===== config.mk =====
export PLATFORM = sky130hd
export DESIGN_NAME = usm_div
export DESIGN_NICKNAME = d
export VERILOG_FILES = /design/src/rtl/usm_pkg.sv /design/src/rtl/usm_div.sv
export SDC_FILE = /design/constraint.sdc
export NUM_CORES = 1
export LEC_CHECK = 0
export BUFFER_PORTS_ARGS = -buffer_cell sky130_fd_sc_hd__buf_2
export CORE_MARGIN = 2
export CORE_UTILIZATION = 45
export DETAILED_ROUTE_END_ITERATION = 7
export GPL_TIMING_DRIVEN = 0
export PLACE_DENSITY = 0.87
export SYNTH_ARGS = -nofsm -noshare
export SYNTH_HDL_FRONTEND = slang
export SYNTH_SLANG_ARGS = --single-unit

===== constraint.sdc =====
create_clock -name clk -period 2.2 [get_ports clk]
set_input_delay 0.44 -clock clk [delete_from_list [all_inputs] [get_ports clk]]
set_output_delay 0.44 -clock clk [all_outputs]
set_load 0.02 [all_outputs]

===== src/rtl/usm_pkg.sv =====
package usm_pkg;

  // Field and register widths
  localparam int PIX_W      = 8;
  localparam int W_W        = 11;
  localparam int H_W        = 16;
  localparam int HALF_W     = 2;
  localparam int AMT_W      = 12;
  localparam int WGT_W      = 48;
  localparam int COEF_W     = 16;
  localparam int POS_W      = 32;
  localparam int Q_W        = 27;
  localparam int DLY_W      = 13;
  localparam int CFG_ADDR_W = 3;

  // Default build sizes
  localparam int MAX_LINE_DEF = 1024;
  localparam int MAX_HALF_DEF = 2;

  localparam logic [PIX_W-1:0] PIX_MAX = 8'd255;

  // Register indexes
  localparam logic [CFG_ADDR_W-1:0] CFG_FRAME_WIDTH    = 3'd0;
  localparam logic [CFG_ADDR_W-1:0] CFG_FRAME_HEIGHT   = 3'd1;
  localparam logic [CFG_ADDR_W-1:0] CFG_KERNEL_HALF    = 3'd2;
  localparam logic [CFG_ADDR_W-1:0] CFG_OUTPUT_MODE    = 3'd3;
  localparam logic [CFG_ADDR_W-1:0] CFG_SHARPEN_AMOUNT = 3'd4;
  localparam logic [CFG_ADDR_W-1:0] CFG_WEIGHTS_NEAR   = 3'd5;
  localparam logic [CFG_ADDR_W-1:0] CFG_WEIGHTS_FAR    = 3'd6;

  // Pick a coefficient by the distance class of a tap
  function automatic logic [COEF_W-1:0] tap_weight(input logic [2:0] a, input logic [2:0] b,
                                                   input logic [WGT_W-1:0] near,
                                                   input logic [WGT_W-1:0] far);
    logic [2:0] lo;
    logic [2:0] hi;
    logic [3:0] sum;
    logic [COEF_W-1:0] w;
    lo  = (a < b) ? a : b;
    hi  = (a < b) ? b : a;
    sum = {1'b0, lo} + {1'b0, hi};
    if (hi < 3'd2) begin
      case (sum)
        4'd0:    w = near[15:0];
        4'd1:    w = near[31:16];
        default: w = near[47:32];
      endcase
    end else begin
      case (lo)
        3'd0:    w = far[15:0];
        3'd1:    w = far[31:16];
        default: w = far[47:32];
      endcase
    end
    return w;
  endfunction

endpackage


===== src/rtl/usm_div.sv =====
module usm_div #(
  parameter int N_W = usm_pkg::Q_W,
  parameter int D_W = usm_pkg::W_W
) (
  input  logic           clk,
  input  logic           rst,
  input  logic           start,
  input  logic [N_W-1:0] dividend,
  input  logic [D_W-1:0] divisor,
  output logic           done,
  output logic [N_W-1:0] quot,
  output logic [D_W-1:0] rem
);
  localparam int CNT_W = $clog2(N_W + 1);

  logic             busy;
  logic [CNT_W-1:0] cnt;
  logic [D_W:0]     trial;
  logic             trial_ge;

  // One quotient bit per cycle, restoring
  assign trial    = {rem, quot[N_W-1]};
  assign trial_ge = trial >= {1'b0, divisor};

  always_ff @(posedge clk) begin
    if (rst) begin
      busy <= 1'b0;
      done <= 1'b0;
      cnt  <= '0;
    end else begin
      done <= 1'b0;
      if (start) begin
        busy <= 1'b1;
        cnt  <= CNT_W'(N_W);
      end else if (busy) begin
        cnt <= cnt - 1'b1;
        if (cnt == CNT_W'(1)) begin
          busy <= 1'b0;
          done <= 1'b1;
        end
      end
    end
  end

  // Shift the dividend through, build quotient and remainder
  always_ff @(posedge clk) begin
    if (start) begin
      quot <= dividend;
      rem  <= '0;
    end else if (busy) begin
      quot <= {quot[N_W-2:0], trial_ge};
      rem  <= trial_ge ? D_W'(trial - {1'b0, divisor}) : trial[D_W-1:0];
    end
  end

endmodule


==> results.json, run 1 <==
{
  "leakage_nw": 1.39,
  "place_inst": 366,
  "fin_util_pct": 59.7,
  "ys_seq_area_share_pct": 48.0,
  "finalSetupTns_ns": -1.37,
  "cp-end-kind": "flop",
  "tightest_slew_ns": 1.03,
  "fin_crit_sh_pct": 110,
  "synth_mux_area_share_pct": 13.1,
  "hold_violations": 0,
  "grt_pass1_wl_mm": 9.08,
  "portBuffers": 78,
  "drive_above_1_share_pct": 42.1,
  "yosysWarnings": 0,
  "slew_violations": 0,
  "synth_xor_area_share_pct": 3.59,
  "dieArea_um2": 6030,
  "postCtsHoldBufs": 0,
  "ys_ff_latch": 45,
  "sequentialPowerShare_pct": 50.3,
  "clk_latency_ns": 0.29,
  "start_kind": "flop",
  "synth_cell_type_count": 42,
  "initial_core_util_pct": 47.2,
  "hpwl_mm": 4.30,
  "synth_flop_cell": "edfxtp_1",
  "pwr-share-comb_pct": 24.4,
  "wl_per_cell_um": 15.1,
  "ir_worst_vdd_uv": 311,
  "cts_buffer_depth": 2,
  "clkTransAtPathRegs_ns": 0.08,
  "switching_share_pct": 29.1,
  "fmax_ghz": 0.413,
  "final_cells": 381,
  "synth_nets": 273,
  "worstPathRequired_ns": 2.42,
  "p_sw_mw": 0.593,
  "die_width_um": 77.7,
  "synth_area_um2": 2440,
  "core_area_um2": 5170,
  "root_buffer": "clkbuf_8",
  "cts_htree_levels": 2,
  "drc_errors": 0,
  "synth_compound_area_share_pct": 13.1,
  "grt_usage_pct": 18.8,
  "hold_ws_ns": 0.408,
  "syn_to_final_growth_pct": 26.6,
  "status": "finished, violations left",
  "violations": "negative setup slack",
  "cts.sinks": 45,
  "routed-via-count": 2009,
  "rrSetupSlack_ns": -0.22,
  "layout_setup_ws_ns": -0.223,
  "netlist_instances": 218,
  "p_int_mw": 1.44,
  "power.share.clock_pct": 25.3,
  "synth_top_family_by_area": "compound AO/OA/AOI/OAI gates",
  "maxSlewHeadroom_pct": 31.1,
  "path_class": "flop to flop",
  "gr-total-overflow": 0,
  "drt_iter0_drc": 157,
  "crit_path_max_fanout": 7,
  "fin_crit_ns": 2.42,
  "io-pin-count": 80,
  "finalNetCount": 365,
  "rsz0062_at_grt": "true",
  "grt_pass1_vias": 1950,
  "cts_tree": "done",
  "vias_per_cell": 5.27,
  "cp_data_arrival_time_ns": 2.64,
  "maxCapViolations": 0,
  "min_path_type": "primary input to flop",
  "grt_max_degree": 28,
  "gp_congestion": 0.812,
  "wl_mm": 5.74,
  "antenna_found_initial": 0,
  "cts_buffers": 5,
  "fp.dieH_um": 77.7,
  "num_rows": 26,
  "powerDensity_nw_per_um2": 659,
  "synth-edff-count": 27,
  "finClkSkew_ns": 0.00663,
  "drtAntennaViolNets": 0,
  "synth-simple-area-share_pct": 10.5,
  "setup_violations": 12,
  "diodes": 0,
  "dr.pass1.iters": 4,
  "synth-adder-area-share_pct": 7.48,
  "synthArstFlopShare_pct": 0,
  "syn_area_per_cell_um2": 11.2
}
## layout make-up
cell class	instances	area (um^2)
Tap cell	70	87.6
Inverter	16	60.1
Timing Repair Buffer	85	443
Multi-Input combinational cell	148	1190
Sequential cell	45	1170
Clock buffer	6	82.6
Buffer	9	45.0
Fill cell	433	2080
Clock inverter	2	8.76
## sequential cells by signal, indices dropped and copies added (netlist names)
| signal | flops |
|---|---|
| done | 1 |
| busy | 1 |
| rem | 11 |
| cnt | 5 |
| quot | 27 |
## synthesized netlist by cell type (2+ instances only)
library cell   n  share of area (%)
buf_1          4               0.61
nor4_1         2               0.51
o21a_1         3               0.92
ha_1          13                6.7
dfxtp_1       18                 15
xnor2_1        3                1.1
a32oi_1        4                1.4
a2111o_1       2               0.92
o21ai_0        7                1.4
inv_1         16                2.5
nand2_1       11                1.7
a211oi_1       2               0.61
nor2_1        24                3.7
a311oi_1       2               0.72
edfxtp_1      27                 33
o31ai_1        3               0.92
xor2_1         7                2.5
o211ai_1       2               0.61
o311a_1        2               0.82
nand4_1        2               0.51
a21o_1         2               0.61
nor3_1         4               0.82
clkbuf_1       3               0.46
nand2b_1       4                1.0
a21oi_1        7                1.4
nand3b_1       2               0.61
mux2_2        27                 12
## final timing paths
check,start,cells past startpoint,end
min reg2reg,rem[1],2,rem[1]
max,quot[26],10,rem[0]
min,rst,2,cnt[0]
max reg2reg,quot[26],10,rem[0]
## worst max-delay path, stage by stage, from the launching register on
cell,delay (ns)
edfxtp_1,0.41
inv_2,0.09
ha_4,0.13
fa_2,0.19
and2b_2,0.23
o31a_4,0.30
o21ai_4,0.13
a21o_1,0.18
buf_6,0.15
mux2_4,0.31
a211oi_2,0.22
## routing by layer
layer	GRT usage (%)	share of wire, %
met2	33.0	52
met3	2.79	4.7
met4	5.89	1.7
met5	0	0
met1	23.9	42
## logic make-up after synthesis
family          after synthesis
buf+inv                      25
mux                          28
xor+xnor                     10
fa+ha+maj                    14
compound gates               42
flops                        45
simple gates                 54
## through the flow
step           power [mW]  instance area (um^2)  worst slack, ns
2_1_floorplan        1.36                  2450           -0.201
3_3_place_gp         1.50                  2920           -0.299
3_5_place_dp         1.52                  2920           -0.360
4_1_cts              2.04                  3070           -0.249
5_1_grt              2.13                  3090           -0.315
6_report             2.04                  3090           -0.223
## cell usage in the layout (no fill, tap or decap), types with 5 or more instances in the layout
cell	synthesis	routed
buf_2	0	78
nor2_1	24	24
buf_4	1	8
clkbuf_8	0	6
dfxtp_1	18	18
ha_1	13	12
mux2_2	27	26
o21ai_0	7	5
xor2_1	7	7
nand2_1	11	11
inv_1	16	15
a21oi_1	7	7
edfxtp_1	27	27
## power groups by stage
stage | registers (mW) | logic [mW] | clock network [mW]
finish | 1.03 | 0.497 | 0.515
global route | 1.03 | 0.540 | 0.556
CTS | 1.02 | 0.493 | 0.525
detailed placement | 1.04 | 0.473 | 0
global placement | 1.04 | 0.457 | 0
floorplan | 1.12 | 0.239 | 0
## timing repair
item                                    in CTS  in global routing
buffers inserted                             5                  2
pin swaps                                   10                  5
endpoints found under the setup margin      12                 12
gates resized for setup                      4                  3
No activity file was read; power rests on OpenSTA's default activity.
==> run 2, diff against run 1 <==
BUFFER_PORTS_ARGS = not set   (was -buffer_cell sky130_fd_sc_hd__buf_2)
DONT_BUFFER_PORTS = 1   (was not set)
PLACE_DENSITY = 0.74   (was 0.87)
==> results.json, run 2 (synthesized netlist as in run 1, its figures left out) <==
{
  "finClkSkew_ns": 0.00905,
  "clk_latency_ns": 0.30,
  "dr.pass1.iters": 4,
  "met1Wirelength_mm": 2.25,
  "num_rows": 26,
  "hold_ws_ns": 0.204,
  "leakage_nw": 1.12,
  "finalSetupTns_ns": -3.25,
  "core_area_um2": 5170,
  "diodes": 0,
  "final_cell_mix": "edfxtp_1 (27), mux2_2 (26), nor2_1 (24), dfxtp_1 (18), inv_1 (15)",
  "rsz0062_at_grt": "true",
  "powerDensity_nw_per_um2": 699,
  "top_regs": "quot x27, rem x11, cnt x5",
  "postCtsHoldBufs": 0,
  "io-pin-count": 80,
  "cp-end-kind": "flop",
  "wl_mm": 5.43,
  "p_total_mw": 1.96,
  "cts_htree_levels": 2,
  "layout_setup_ws_ns": -0.356,
  "syn_to_final_growth_pct": 14.9,
  "antenna_found_initial": 0,
  "top_register": "quot",
  "crit_path_top_delay_cell": "edfxtp_1",
  "slew_violations": 0,
  "vias_per_cell": 5.69,
  "ir_worst_vdd_uv": 436,
  "routed-via-count": 1741,
  "postPlaceCellArea_um2": 2530,
  "drt_iter0_drc": 69,
  "gr-total-overflow": 0,
  "gp_congestion": 0.795,
  "wl_per_cell_um": 17.7,
  "drive_above_1_share_pct": 27.1,
  "cts.sinks": 45,
  "cp_data_arrival_time_ns": 2.76,
  "cts_tree": "done",
  "hpwl_mm": 3.75,
  "largest_reg_flops": 27,
  "fin_crit_ns": 2.56,
  "highest_layer": "met4",
  "fin_crit_sh_pct": 116,
  "multiInputGateArea_um2": 1250,
  "grt_max_degree": 28,
  "initial_core_util_pct": 47.2,
  "final_common_cell": "edfxtp_1",
  "drtAntennaViolNets": 0,
  "tightest_slew_ns": 0.995,
  "stdcell_area_um2": 2800,
  "dieArea_um2": 6030,
  "grt_pass1_wl_mm": 8.67,
  "start_kind": "flop",
  "hold_violations": 0,
  "root_buffer": "clkbuf_8",
  "route.met2.wl_mm": 2.63,
  "status": "finished, violations left",
  "grt_usage_pct": 18.0,
  "path_class": "flop to flop",
  "fmax_ghz": 0.391,
  "seqCellArea_um2": 1170,
  "wl_met3_um": 485,
  "maxCapViolations": 0,
  "die_width_um": 77.7,
  "worstPathRequired_ns": 2.40,
  "grt_pass1_vias": 1810,
  "violations": "negative setup slack",
  "max_stage_delay_ns": 0.50,
  "fill_cells": 438,
  "cts_buffer_depth": 2,
  "crit_path_max_fanout": 2,
  "clkTransAtPathRegs_ns": 0.09,
  "min_path_type": "primary input to flop",
  "fin_util_pct": 54.2,
  "maxSlewHeadroom_pct": 33.6,
  "finalNetCount": 290,
  "worstPathCellList": "inv_2 > ha_4 > fa_2 > and2b_1 > o31a_4 > o21ai_4 > a21o_1 > buf_6 > or3_1 > a311oi_1",
  "portBuffers": 0,
  "fp.dieH_um": 77.7,
  "setup_violations": 12,
  "drc_errors": 0,
  "cts_buffers": 5
}
run 2: final cells by class:
| type | instances | share of cell area (%) |
|---|---|---|
| Multi-Input combinational cell | 148 | 44.8 |
| Sequential cell | 45 | 41.8 |
| Timing Repair Buffer | 10 | 3.21 |
| Tap cell | 70 | 3.12 |
| Clock buffer | 5 | 2.45 |
| Inverter | 16 | 2.14 |
| Buffer | 9 | 1.74 |
| Clock inverter | 3 | 0.803 |
run 2: power breakdown:
group | switching, mW | internal, mW | total (mW)
logic | 0.175 | 0.156 | 0.330
registers | 0.133 | 0.985 | 1.12
clock network | 0.288 | 0.225 | 0.513
run 2: final timing paths:
check / from / cells past startpoint / slack [ns] / endpoint
worst max-delay path: quot[26] / 10 / -0.36 / rem[3]
worst min-delay path: rst / 1 / 0.20 / cnt[1]
worst max register to register: quot[26] / 10 / -0.36 / rem[3]
worst min register to register: cnt[4] / 3 / 0.57 / cnt[4]
run 2: per-stage QoR:
stage | worst slack (ns) | std cells
after global placement | -0.418 | 288
after detailed placement | -0.448 | 288
after floorplan | -0.201 | 218
final | -0.356 | 306
after global routing | -0.428 | 306
after CTS | -0.341 | 305
run 2: layer usage:
| layer | up-vias | GRT usage [%] |
|---|---|---|
| met5 | - | 0 |
| met4 | 0 | 5.89 |
| met3 | 6 | 5.93 |
| met2 | 70 | 29.6 |
| met1 | 833 | 22.4 |
| li1 | 832 | - |
run 2: worst max-delay path: cells and delay by family, from the launching register on:
kind	cells	cell delay (ns)
AO/OA/AOI/OAI	4	0.68
flip-flops	1	0.50
AND/OR/NAND/NOR	2	0.53
adder cells (fa/ha/maj)	2	0.51
buffers and inverters	2	0.23
run 2: what timing repair did:
action	in CTS	in global routing
setup buffers	8	1
hold endpoints to repair	0	0
setup endpoints to repair	12	12
pin swaps	11	4
resized for setup	16	7
cloned	1	0
==> run 3, diff against run 2 <==
CORE_UTILIZATION = 57   (was 45)
PLACE_DENSITY = 0.87   (was 0.74)
==> results.json, run 3 (synthesized netlist as in run 1, its figures left out) <==
{
  "sequentialPowerShare_pct": 57.9,
  "start_kind": "flop",
  "top_register": "quot",
  "root_buffer": "clkbuf_8",
  "hpwl_mm": 3.82,
  "dr.pass1.iters": 4,
  "use_met3_pct": 7.99,
  "initial_core_util_pct": 60.2,
  "finalNetCount": 290,
  "pre_cts_slack_ns": -0.426,
  "slew_violations": 0,
  "path_class": "flop to flop",
  "grt_pass1_wl_mm": 8.59,
  "finClkSkew_ns": 0.00481,
  "status": "finished, violations left",
  "diodes": 0,
  "hold_violations": 0,
  "core_area_um2": 4060,
  "grtUsageMet2_pct": 37.9,
  "grt_pass1_vias": 1735,
  "top_regs": "quot x27, rem x11, cnt x5",
  "p_int_mw": 1.37,
  "drtAntennaViolNets": 0,
  "min_path_cells": 1,
  "clk_latency_ns": 0.29,
  "pwr-share-comb_pct": 17.1,
  "switching_share_pct": 29.2,
  "portBuffers": 0,
  "dieArea_um2": 4820,
  "grt_util_met1_pct": 27.0,
  "postCtsHoldBufs": 0,
  "wl_per_cell_um": 18.1,
  "fin_crit_sh_pct": 114,
  "worstRegToRegCells": 10,
  "final_cells": 286,
  "min_path_type": "primary input to flop",
  "die_width_um": 69.4,
  "cts_buffer_depth": 2,
  "place_inst": 268,
  "final_cell_mix": "mux2_2 (27), edfxtp_1 (27), nor2_1 (23), dfxtp_1 (18), inv_1 (14)",
  "wl_mm": 5.19,
  "cts_htree_levels": 2,
  "largest_reg_flops": 27,
  "tightest_slew_ns": 0.548,
  "cts_buffers": 5,
  "gr-total-overflow": 0,
  "violations": "negative setup slack",
  "grt_usage_pct": 22.5,
  "ir_worst_vdd_uv": 298,
  "crit_path_max_fanout": 8,
  "grt_max_degree": 28,
  "syn_to_final_growth_pct": 12.8,
  "cp-end-kind": "flop",
  "layout_setup_ws_ns": -0.306,
  "cp_data_arrival_time_ns": 2.72,
  "fp.dieH_um": 69.4,
  "worstPathRequired_ns": 2.41,
  "gp_congestion": 0.830,
  "drt_iter0_drc": 119,
  "setup_violations": 12,
  "finalSetupTns_ns": -2.73,
  "routed-via-count": 1763,
  "p_sw_mw": 0.564,
  "num_rows": 23,
  "fmax_ghz": 0.399,
  "maxCapViolations": 0,
  "cts_tree": "done",
  "drc_errors": 0,
  "p_total_mw": 1.93,
  "grt.busiest_layer": "met2",
  "power.share.clock_pct": 24.9,
  "fin_crit_ns": 2.51,
  "leakage_nw": 1.09,
  "clkTransAtPathRegs_ns": 0.08,
  "vias_per_cell": 6.16,
  "powerDensity_nw_per_um2": 701,
  "rsz0062_at_grt": "true",
  "antenna_found_initial": 0,
  "cts.sinks": 45,
  "drive_above_1_share_pct": 27.5,
  "maxSlewHeadroom_pct": 63.2,
  "io-pin-count": 80
}
run 3: changes by cell type in the layout (fill, tap and decap cells not counted), moves of 2 or more:
| cell | previous run | this run |
|---|---|---|
| buf_6 | 6 | 2 |
| clkbuf_1 | 3 | 5 |
| buf_4 | 6 | 9 |
| clkinvlp_4 | 0 | 2 |
| clkinv_4 | 2 | 0 |
run 3: path summary, 6_finish.rpt:
kind	start	endpoint	slack (ns)
min reg2reg	cnt[4]	done	0.56
max	quot[26]	rem[0]	-0.31
min	rst	cnt[1]	0.21
max reg2reg	quot[26]	rem[0]	-0.31
run 3: worst max-delay path, stage by stage (launching register included):
cell and delay, ns:
edfxtp_1 0.51, inv_2 0.13, ha_4 0.14, fa_2 0.19, and2b_1 0.20, o31a_4 0.30, o21ai_4 0.13, a21o_1 0.20
buf_6 0.16, mux2_4 0.30, a211oi_2 0.18
run 3: timing repair:
action,4_1_cts,5_1_grt
setup buffers,7,3
cloned,1,1
pin swaps,7,2
endpoints found under the setup margin,12,39
gates resized for setup,10,12
run 3: final cells by class:
type / instances / area (um^2)
Buffer: 8 / 37.5
Inverter: 16 / 63.8
Timing Repair Buffer: 10 / 78.8
Timing Repair inverter: 1 / 5.00
Fill cell: 290 / 1310
Tap cell: 50 / 62.6
Multi-Input combinational cell: 148 / 1250
Clock inverter: 1 / 7.51
Clock buffer: 7 / 76.3
Sequential cell: 45 / 1170
run 3: stage by stage:
step	util, %	hold WS, ns	area (um^2)
6_report	67.8	0.208	2750
5_1_grt	67.8	0.193	2750
4_1_cts	66.2	0.195	2690
3_5_place_dp	61.8	0.515	2510
3_3_place_gp	61.8	0.514	2510
2_1_floorplan	-	0.512	2450
run 3: power by group through the flow:
stage,sequential (mW),combinational [mW],clock [mW]
finish,1.12,0.331,0.481
global route,1.13,0.372,0.528
CTS,1.12,0.313,0.497
detailed placement,1.14,0.290,0
floorplan,1.12,0.239,0
global placement,1.13,0.279,0
run 3: layer usage:
layer	part of all wire (%)	vias to the layer above
li1	-	831
met1	39	845
met2	50	79
met3	9.6	8
met4	1.5	0
met5	0	-
